$ cat src/hdl/olad_pkg.sv
// Shared types and constants for the ordered list block.
`timescale 1ns / 1ps

package olad_pkg;

    localparam int VALUE_W  = 32;
    localparam int POS_W    = 8;
    localparam int ACTION_W = 2;
    localparam int STATUS_W = 2;

    typedef enum logic [ACTION_W-1:0] {
        ACT_APPEND = 2'd0,
        ACT_DELETE = 2'd1,
        ACT_READ   = 2'd2
    } t_action;

    typedef enum logic [STATUS_W-1:0] {
        ST_OK     = 2'd0,
        ST_EMPTY  = 2'd1,
        ST_BOUNDS = 2'd2,
        ST_FULL   = 2'd3
    } t_status;

    typedef enum logic [2:0] {
        S_IDLE,
        S_DEL_RD,
        S_DEL_WR,
        S_RD,
        S_RD_DRAIN
    } t_state;

endpackage

$ cat src/hdl/ordered_list_append_delete.sv
// Top level: ordered list of signed values with append, delete and read.
`timescale 1ns / 1ps
//
// Command channel: a command beat (i_action, i_item_value, i_position) is
// taken at a rising edge where start is high and busy is low.
// Result channel: each result beat is on o_status, o_has_value, o_out_value
// and o_last for one cycle while o_strobe is high; o_last marks the final
// beat of a command. The receiver cannot stall the block.
// Append: one result the cycle after the command; busy stays low.
// Delete: later entries move up one place at a time, each read in S_DEL_RD
//   and written back in S_DEL_WR through the single store port pair, with
//   busy high; errors answer the cycle after the command, never going busy.
// Read: one entry leaves the store each cycle in S_RD, then S_RD_DRAIN ends
//   the read; n entries produce n result beats back to back; an empty list
//   answers with one beat carrying status empty.
// Action code three is dropped with no result.
// Reset empties the list and clears any pending result; store contents are
// left as they are and only entries below the count are ever read.
//
module ordered_list_append_delete #(
    parameter int DEPTH = 16
) (
    input  logic                          i_clk,
    input  logic                          i_rst_n,
    input  logic                          start,
    output logic                          busy,
    input  logic [olad_pkg::ACTION_W-1:0] i_action,
    input  logic signed [olad_pkg::VALUE_W-1:0] i_item_value,
    input  logic [olad_pkg::POS_W-1:0]    i_position,
    output logic                          o_strobe,
    output logic [olad_pkg::STATUS_W-1:0] o_status,
    output logic                          o_has_value,
    output logic signed [olad_pkg::VALUE_W-1:0] o_out_value,
    output logic                          o_last
);
    import olad_pkg::*;

    localparam int AW = (DEPTH > 1) ? $clog2(DEPTH) : 1;
    localparam int CW = $clog2(DEPTH + 1);
    localparam logic [CW-1:0] FULL_COUNT = CW'(DEPTH);

    t_state             r_state, n_state;
    logic [CW-1:0]      r_count, n_count;
    logic [AW-1:0]      r_idx, n_idx;
    logic               r_pend, n_pend;
    logic               r_pend_last, n_pend_last;
    logic               r_strobe, n_strobe;
    t_status            r_status, n_status;
    logic               r_has, n_has;
    logic [VALUE_W-1:0] r_value, n_value;
    logic               r_last, n_last;

    logic               mem_we;
    logic [AW-1:0]      mem_waddr;
    logic [VALUE_W-1:0] mem_wdata;
    logic [AW-1:0]      mem_raddr;
    logic [VALUE_W-1:0] mem_rdata;
    logic [CW-1:0]      idx_p1;

    olad_store #(
        .DEPTH (DEPTH),
        .AW    (AW)
    ) u_store (
        .i_clk   (i_clk),
        .i_we    (mem_we),
        .i_waddr (mem_waddr),
        .i_wdata (mem_wdata),
        .i_raddr (mem_raddr),
        .o_rdata (mem_rdata)
    );

    assign idx_p1 = CW'(r_idx) + CW'(1);

    always_ff @(posedge i_clk) begin
        if (!i_rst_n) begin
            r_state  <= S_IDLE;
            r_count  <= '0;
            r_pend   <= 1'b0;
            r_strobe <= 1'b0;
        end else begin
            r_state  <= n_state;
            r_count  <= n_count;
            r_pend   <= n_pend;
            r_strobe <= n_strobe;
        end
    end

    always_ff @(posedge i_clk) begin
        r_idx       <= n_idx;
        r_pend_last <= n_pend_last;
        r_status    <= n_status;
        r_has       <= n_has;
        r_value     <= n_value;
        r_last      <= n_last;
    end

    always_comb begin
        n_state     = r_state;
        n_count     = r_count;
        n_idx       = r_idx;
        n_pend      = 1'b0;
        n_pend_last = r_pend_last;
        n_strobe    = 1'b0;
        n_status    = r_status;
        n_has       = r_has;
        n_value     = r_value;
        n_last      = r_last;
        mem_we      = 1'b0;
        mem_waddr   = r_idx;
        mem_wdata   = mem_rdata;
        mem_raddr   = r_idx;

        // emit the read beat fetched last cycle
        if (r_pend) begin
            n_strobe = 1'b1;
            n_status = ST_OK;
            n_has    = 1'b1;
            n_value  = mem_rdata;
            n_last   = r_pend_last;
        end

        case (r_state)
            S_IDLE: begin
                if (start) begin
                    case (t_action'(i_action))
                        ACT_APPEND: begin
                            n_strobe = 1'b1;
                            n_has    = 1'b0;
                            n_value  = '0;
                            n_last   = 1'b1;
                            if (r_count == FULL_COUNT) begin
                                n_status = ST_FULL;
                            end else begin
                                mem_we    = 1'b1;
                                mem_waddr = AW'(r_count);
                                mem_wdata = VALUE_W'(i_item_value);
                                n_count   = r_count + CW'(1);
                                n_status  = ST_OK;
                            end
                        end
                        ACT_DELETE: begin
                            if (r_count == '0) begin
                                n_strobe = 1'b1;
                                n_status = ST_EMPTY;
                                n_has    = 1'b0;
                                n_value  = '0;
                                n_last   = 1'b1;
                            end else if (i_position == '0
                                         || i_position > POS_W'(r_count)) begin
                                n_strobe = 1'b1;
                                n_status = ST_BOUNDS;
                                n_has    = 1'b0;
                                n_value  = '0;
                                n_last   = 1'b1;
                            end else begin
                                n_idx   = AW'(i_position - POS_W'(1));
                                n_state = S_DEL_RD;
                            end
                        end
                        ACT_READ: begin
                            if (r_count == '0) begin
                                n_strobe = 1'b1;
                                n_status = ST_EMPTY;
                                n_has    = 1'b0;
                                n_value  = '0;
                                n_last   = 1'b1;
                            end else begin
                                n_idx   = '0;
                                n_state = S_RD;
                            end
                        end
                        default: begin
                        end
                    endcase
                end
            end
            S_DEL_RD: begin
                if (idx_p1 < r_count) begin
                    mem_raddr = AW'(idx_p1);
                    n_state   = S_DEL_WR;
                end else begin
                    n_count  = r_count - CW'(1);
                    n_strobe = 1'b1;
                    n_status = ST_OK;
                    n_has    = 1'b0;
                    n_value  = '0;
                    n_last   = 1'b1;
                    n_state  = S_IDLE;
                end
            end
            S_DEL_WR: begin
                // move the next entry up one place
                mem_we    = 1'b1;
                mem_waddr = r_idx;
                mem_wdata = mem_rdata;
                n_idx     = AW'(idx_p1);
                n_state   = S_DEL_RD;
            end
            S_RD: begin
                mem_raddr   = r_idx;
                n_pend      = 1'b1;
                n_pend_last = (idx_p1 == r_count);
                if (idx_p1 == r_count) begin
                    n_state = S_RD_DRAIN;
                end else begin
                    n_idx = AW'(idx_p1);
                end
            end
            S_RD_DRAIN: begin
                n_state = S_IDLE;
            end
            default: begin
                n_state = S_IDLE;
            end
        endcase
    end

    assign busy        = (r_state != S_IDLE);
    assign o_strobe    = r_strobe;
    assign o_status    = r_status;
    assign o_has_value = r_has;
    assign o_out_value = r_value;
    assign o_last      = r_last;

    a_count_bound: assert property (@(posedge i_clk) disable iff (!i_rst_n)
        r_count <= FULL_COUNT)
        else $error("entry count above depth");

    a_novalue_last: assert property (@(posedge i_clk) disable iff (!i_rst_n)
        (o_strobe && !o_has_value) |-> (o_last && o_out_value == '0))
        else $error("status-only beat not final or carries a value");

    a_append_answer: assert property (@(posedge i_clk) disable iff (!i_rst_n)
        (start && !busy && i_action == ACT_APPEND) |=> (o_strobe && o_last))
        else $error("append gave no result");

    a_pend_state: assert property (@(posedge i_clk) disable iff (!i_rst_n)
        r_pend |-> (r_state == S_RD || r_state == S_RD_DRAIN))
        else $error("read beat pending outside a read");

    a_count_delete: assert property (@(posedge i_clk) disable iff (!i_rst_n)
        (r_state == S_DEL_RD && n_state == S_IDLE) |=> (r_count == $past(r_count) - CW'(1)))
        else $error("delete did not shrink the list");

endmodule

$ cat src/hdl/olad_store.sv
// Entry store: one write port, one read port with registered read data.
`timescale 1ns / 1ps

module olad_store #(
    parameter int DEPTH = 16,
    parameter int AW    = 4
) (
    input  logic                        i_clk,
    input  logic                        i_we,
    input  logic [AW-1:0]               i_waddr,
    input  logic [olad_pkg::VALUE_W-1:0] i_wdata,
    input  logic [AW-1:0]               i_raddr,
    output logic [olad_pkg::VALUE_W-1:0] o_rdata
);
    import olad_pkg::*;

    logic [VALUE_W-1:0] r_mem [DEPTH];
    logic [VALUE_W-1:0] r_rdata;

    always_ff @(posedge i_clk) begin
        if (i_we) begin
            r_mem[i_waddr] <= i_wdata;
        end
        r_rdata <= r_mem[i_raddr];
    end

    assign o_rdata = r_rdata;

endmodule
$ cat config.mk
export PLATFORM = sky130hd
export DESIGN_NAME = ordered_list_append_delete
export DESIGN_NICKNAME = d
export VERILOG_FILES = /design/src/hdl/olad_pkg.sv /design/src/hdl/ordered_list_append_delete.sv /design/src/hdl/olad_store.sv
export SDC_FILE = /design/constraint.sdc
export NUM_CORES = 1
export LEC_CHECK = 0
export CAP_MARGIN = 40
export CELL_PAD_IN_SITES_DETAIL_PLACEMENT = 1
export CELL_PAD_IN_SITES_GLOBAL_PLACEMENT = 2
export CORE_ASPECT_RATIO = 0.7
export CORE_MARGIN = 1
export CORE_UTILIZATION = 45
export CTS_BUF_LIST = sky130_fd_sc_hd__clkbuf_8
export DETAILED_ROUTE_END_ITERATION = 10
export DONT_BUFFER_PORTS = 1
export PLACE_DENSITY_LB_ADDON = 0.1
export SLEW_MARGIN = 25
export SYNTH_ARGS = -nofsm -noshare
export SYNTH_HDL_FRONTEND = slang
export SYNTH_SLANG_ARGS = --single-unit
$ cat constraint.sdc
create_clock -name i_clk -period 6.9 [get_ports i_clk]
set_input_delay 1.38 -clock i_clk [delete_from_list [all_inputs] [get_ports i_clk]]
set_output_delay 1.38 -clock i_clk [all_outputs]
set_load 0.005 [all_outputs]
# --- Yosys cells after proc, flatten, opt, wreduce, memory -nomap -nowiden ---
# Memories as Yosys holds them, arrays and structs flattened. A register that Yosys moved wholly into a read port is not among the register bits.
# Cells that the tools add are included.
word_totals:
  regBits: 51
  mem_bits_rw: 512
  input_bits: 45
  output_inout_bits: 38
  elab_cells: 123
  mem_count: 1
mem_list:
  columns: ["name", "words", "width", "read_ports", "rd_ports_with_merged_regs", "write_ports", "line_no", "text"]
  rows:
  - ["u_store.r_mem", 16, 32, 1, 1, 1, "olad_store.sv:17", "logic [VALUE_W-1:0] r_mem [DEPTH];"]
op_classes:
  n_addsub: 4
  magnitude_cmp: 2
  eq_ne: 17
  mux: 78
  reduce_logical: 11
ops:
  columns: ["operator", "count"]
  rows:
  - ["two-way mux 32 bit", 10]
  - ["case mux 32 bit (3 select lines)", 1]
  - ["case mux 32 bit (2 select lines)", 1]
  - ["two-way mux 4 bit", 11]
  - ["two-way mux 1 bit", 24]
  - ["two-way mux 5 bit", 4]
  - ["two-way mux 2 bit", 8]
  - ["two-way mux 3 bit", 5]
  - ["case mux 3 bit (4 select lines)", 1]
  - ["case mux 4 bit (3 select lines)", 1]
  - ["!= test 2 bit, second input constant", 5]
  - ["case mux 5 bit (2 select lines)", 1]
  - ["!= test 3 bit, second input constant", 3]
  - ["case mux 1 bit (3 select lines)", 3]
  - ["greater-than comparator 8 x 5 -> 1 bit", 1]
  - ["logical NOT 8 bit", 1]
  - ["case mux 1 bit (2 select lines)", 4]
  - ["case mux 4 bit (2 select lines)", 1]
  - ["AND reduction 7 bit", 1]
  - ["equality test 3 x 2 -> 1 bit, second input constant", 2]
  - ["case mux 2 bit (3 select lines)", 1]
  - ["case mux 3 bit (2 select lines)", 1]
  - ["AND reduction 6 bit", 1]
  - ["nonzero test 3 bit", 2]
  - ["other kinds (19)", 19]

# --- Depth between registers and ports, before layout ---
depth:
  word_depth: 7
  mapped_depth: 16
  mapped_depth_nobuf: 11

# --- Modules after synthesis ---
# A second synthesis with hierarchy kept.
unflattened:
  cells_unflattened: 1244
  hier_area_um2: 23082.1
by_module_without_submodules:
  columns: ["mod", "instances", "cells_each", "area_per_inst_um2", "seq_area_each_um2"]
  rows:
  - ["olad_store", 1, 838, 19835.3, 16015.4]
  - ["ordered_list_append_delete", 1, 406, 3246.9, 1071.0]

# --- Least setup slack after synthesis ---
# Ideal clock, no wire load.
synth_path:
  kind: "input to register"
  from: "input port i_action[0] (netlist name)"
  to: "memory u_store.r_mem[11][0], enable pin"
  setup_time_ns: 0.421
  arrival_ns: 3.903
  required_time_ns: 6.479
  slack_ns: 2.575
  path_stages: 8
  path_buffers: 1
  path_cell_list: "inv_1 > ha_1 > nand2_1 > a21oi_1 > and2_1 > clkbuf_1 > a31oi_1 > nor2_1"
synth_via:
  elab_chain_cells: 6
  elab_cells_between_ends: 9
  classes_between: "8 x mux; 1 x reduce/logical"
synth_lines:
  columns: ["element", "line_no", "text"]
  rows:
  - ["start, declared", "ordered_list_append_delete.sv:27", "input logic [olad_pkg::ACTION_W-1:0] i_action,"]
  - ["logical NOT 2 bit *", "ordered_list_append_delete.sv:125", "case (t_action'(i_action))"]
  - ["two-way mux 1 bit", "ordered_list_append_delete.sv:125", null]
  - ["two-way mux 1 bit", "ordered_list_append_delete.sv:124", "if (start) begin"]
  - ["case mux 1 bit (2 select lines)", "ordered_list_append_delete.sv:122", "case (r_state)"]
  - ["two-way mux 1 bit", "olad_store.sv:21", "if (i_we) begin"]
  - ["two-way mux 1 bit (implied by the code)", "olad_store.sv:22", "r_mem[i_waddr] <= i_wdata;"]
  - ["end, declared", "olad_store.sv:17", null]
# Mark *: on every way between the ends. The rest lies on a longest branch, timed or not.

# --- Worst setup path after layout ---
layout_path:
  from: "register r_idx[1]"
  to: "register u_store.r_rdata[30], in the netlist u_store.o_rdata[30], read port of u_store.r_mem"
layout_via:
  elab_chain_cells: 4
layout_lines:
  columns: ["element", "line_no", "text"]
  rows:
  - ["start, declared", "ordered_list_append_delete.sv:44", "logic [AW-1:0] r_idx, n_idx;"]
  - ["start signal, assigned", "ordered_list_append_delete.sv:89", "r_idx <= n_idx;"]
  - ["adder 4 x 1 -> 5 bit", "ordered_list_append_delete.sv:72", "assign idx_p1 = CW'(r_idx) + CW'(1);"]
  - ["less-than comparator 5 bit", "ordered_list_append_delete.sv:178", "if (idx_p1 < r_count) begin"]
  - ["two-way mux 4 bit", "ordered_list_append_delete.sv:178", null]
  - ["two-way mux 4 bit *", "ordered_list_append_delete.sv:122", null]
  - ["end, declared", "olad_store.sv:18", "logic [VALUE_W-1:0] r_rdata;"]
# Marked as above.
# A chain may end at the register's enable or synchronous reset.

==> metrics.md <==
| Metric | Value |
|---|---|
| Status | finished clean |
| H-tree Lvls | 3 |
| Worst skew pair latency | 0.69 ns |
| Buf+Inv Stages, Crit Path | 3 |
| Fraction of synthesis flops using an asynchronous set or reset pin | 0% |
| Max Cap Viol | 0 |
| RSZ-0062 raised after global routing | no |
| Flop pwr share | 52.7% |
| TritonCTS buffer count | 92 |
| Sequential standard cell area | 17,100 um2 |
| Clock buffer depth | 3 |
| Hold buffer count at cts | 0 |
| Critical path endpoint category | flip-flop |
| Met1 usage | 38.9% |
| Multi-input logic area | 8750 um2 |
| Met2 usage | 39.9% |
| Total global-route track usage | 26.5% |
| Yosys warning total | 0 |
| Critical path data arrival time | 4.98 ns |
| Slowest-stage cell, CP | buf_4 |
| Number of fill cells in the layout | 5,535 |
| Placement Setup Slack | 2.27 ns |
| Die Wd | 291 um |
| #FFs+latches synth | 595 |
| Fin Clk Skew | 0.0358 ns |
| CTS tree | yes |
| Overall die height | 204 um |
| PD cells | 266 nW/um2 |
| Syn_nets | 1,863 |
| Type of origin of the critical path | flip-flop |
| Slew Limit Fails | 0 |
| Final setup fails | 0 |
| Highest clock rate | 229 MHz |
| Die ar. | 59,300 um2 |
| Initial core utilization | 45.9% |
| Sequential area share after synthesis | 65.1% |
| Rows | 73 |
| Internal | 5.84 mW |
| Hold path cells | 2 |
| Dominant synthesized flop cell | edfxtp_1 |
| Required time of the critical path | 7.51 ns |
| CTS sink cnt | 595 |
| DRC | 0 |
| Synth cell types | 63 |
| Net Sw Power | 1.96 mW |
| Mean Syn Cell Area | 14.6 um2 |
| Layout cells sized above 1 | 19.0% |
| Leakage | 9.75 nW |
| TritonRoute pass-1 iters | 7 |
| Port bufs | 0 |
| Gate power share | 9.3% |
| Crit share post-route | 63.3% |
| Drt via density | 6.35 |
| Final ANT Viol Nets | 0 |
| Hpwl dp | 47,300 um |
| Levels on crit path | 14 |
| Max VDD drop | 0.138 mV |
| CP Max Fanout | 50 |
| Initial DRC Count | 1,434 |
| Core box area | 57,200 um2 |
| Area grow syn2layout | 11.8% |
| Met3 usage | 4.99% |
| Post-synth EDFFs | 517 |
| Layout Nets | 1,892 |
| WL per Instance | 29.3 um |
| Worst-margin pin slew | 1.02 ns |
| First-pass GRT wire length | 115,000 um |
| Routability cong. | 0.788 |
| Post-CTS sizing | 0 |
| Clock transition at the registers of the reported paths | 0.06 ns |
| Worst Hold Class | flip-flop to flip-flop |
| Buffer count from post-CTS setup fixing | 0 |
| Min cycle time layout | 4.37 ns |
| Maximum number of pins on one net before global-route repair | 84 |
| Critical setup path kind | flip-flop to flip-flop |
| Most Used Layer, Global Route | met2 |
| FF-to-FF path depth | 14 |
| Ports | 83 |
| Initial antenna violation count | 0 |
| Most frequent CP cell | buf_4 |
| Root buffer cell | clkbuf_8 |
| Crit path largest cell delay | 0.62 ns |
| Mapped Cells | 1,797 |
| Worst Slack Setup Final | 2.53 ns |
| R2r setup slk | 2.53 ns |
| Clock power frac | 37.9% |
| Vias | 16,900 |
| Setup TNS | 0 ns |
| Sw Ratio | 25.1% |
| Diodes inserted | 0 |
| Synthesized cell area | 26,200 um2 |
| Worst path cell trace | buf_4 > and2_1 > nand2_1 > xnor2_1 > ha_1 > and3_4 > o21a_4 > nor3_4 > buf_4 > buf_4 > mux4_2 > nor2_1 > a31oi_1 > o211ai_1 |
| Drt total wl | 77,800 um |
| Worst relative slew slack | 32.0% |
| Final hold viol count | 0 |
| Vias in the first global route | 17,500 |
| GRT overflow | 0 |
| Family with the most delay on the worst path | buffers and inverters |
## state kept, by name, indices dropped and copies added (netlist names)
name,cells
o_status,2
o_out_value,32
r_idx,4
r_pend_last,1
u_store.o_rdata,32
o_has_value,1
r_state,3
r_count,5
o_strobe,1
r_pend,1
o_last,1
u_store.r_mem,512
## power groups by stage
stage	Combinational (mW)	Clock, mW	Sequential [mW]
final	0.727	2.96	4.11
after CTS	0.731	3.02	4.11
after floorplan	0.468	0	4.16
after detailed placement	0.729	0	4.19
after global placement	0.695	0	4.19
after global routing	0.788	3.16	4.12
## area by class of cell
cell class              instances  area share (%)
clock inverters                64            1.20
clock buffers                 108            5.07
repair buffers                 60            2.27
inverters                      15           0.200
well taps                     750            3.20
multi-input cells            1062            29.8
flip-flops and latches        595            58.2
## worst reg2reg max path, delay by kind of cell, from the launching register on
kind / cells / cell delay, ns
compound gates: 3 / 0.32
xor+xnor: 1 / 0.22
fa+ha+maj: 1 / 0.28
buf+inv: 3 / 1.59
flops: 1 / 0.32
mux: 1 / 0.63
simple gates: 5 / 0.94
## per-layer routing
metal,up-vias,share of wire [%]
met1,8827,47
met3,134,6.6
li1,7262,-
met2,627,44
met4,0,2.3
met5,-,0
## cells in the mapped netlist, drive strengths merged (3+ instances only)
cell	number	area (um2)
buf	56	297
or4	8	63.8
o311ai	3	26.3
inv	15	58.8
o2bb2ai	5	43.8
a31oi	6	37.5
and3	7	48.8
o31ai	7	52.6
xnor2	9	78.8
nor3	26	135
dfxtp	78	1560
nor2	123	469
a211oi	3	22.5
edfxtp	517	15500
o221ai	33	289
mux4	93	2090
mux2	46	518
a21oi	27	135
nor4	3	18.8
nand2	184	698
o21ai	11	58.8
o211a	3	30.0
ha	20	250
o21a	6	52.6
a211o	3	26.3
o22ai	138	882
a2111oi	25	219
a32oi	27	236
or3	25	156
o31a	26	228
and2	33	206
nand3	9	50.1
mux2i	99	998
o211ai	26	195
clkbuf	69	259
nor2b	12	82.6
## stage by stage
stage / hold slack [ns] / cells / util [%] / total power [mW] / instance area, um2
after detailed placement: 0.488 / 2480 / 48.1 / 4.92 / 27500
after global routing: 0.537 / 2654 / 51.3 / 8.06 / 29300
after global placement: 0.477 / 2461 / 47.5 / 4.88 / 27100
after CTS: 0.499 / 2652 / 51.3 / 7.87 / 29300
after floorplan: 0.458 / 1797 / - / 4.63 / 26200
final: 0.496 / 2654 / 51.3 / 7.80 / 29300
## kinds of logic (layout without fill, tap and decap cells)
logic type | count (synthesis) | in the layout | synth area share, %
muxes | 238 | 238 | 13.8
DFF | 595 | 595 | 65.1
adders and majority gates | 21 | 21 | 1.03
xor gates and xnor gates | 10 | 10 | 0.334
AOI/OAI and AO/OA | 355 | 355 | 9.86
buffers and inverters | 140 | 247 | 2.34
and+or+nand+nor | 438 | 438 | 7.58
## placed cells by master, fill, tap and decap left out, types with 26 or more instances in the layout
master,n
mux4_2,93
clkbuf_8,108
o22ai_1,135
buf_4,42
and2_1,32
mux2i_1,97
nand2_1,181
o31a_1,26
o221ai_1,33
a21oi_1,27
nor2_1,106
o211ai_1,26
a32oi_1,27
inv_1,51
mux2_2,46
dfxtp_1,77
edfxtp_1,517
## path summary, 6_finish.rpt
kind	start	end
min reg2reg	o_has_value	o_has_value
max	r_idx[1]	u_store.o_rdata[30]
max reg2reg	r_idx[1]	u_store.o_rdata[30]
min	o_has_value	o_has_value
No activity file was read; power rests on OpenSTA's default activity.
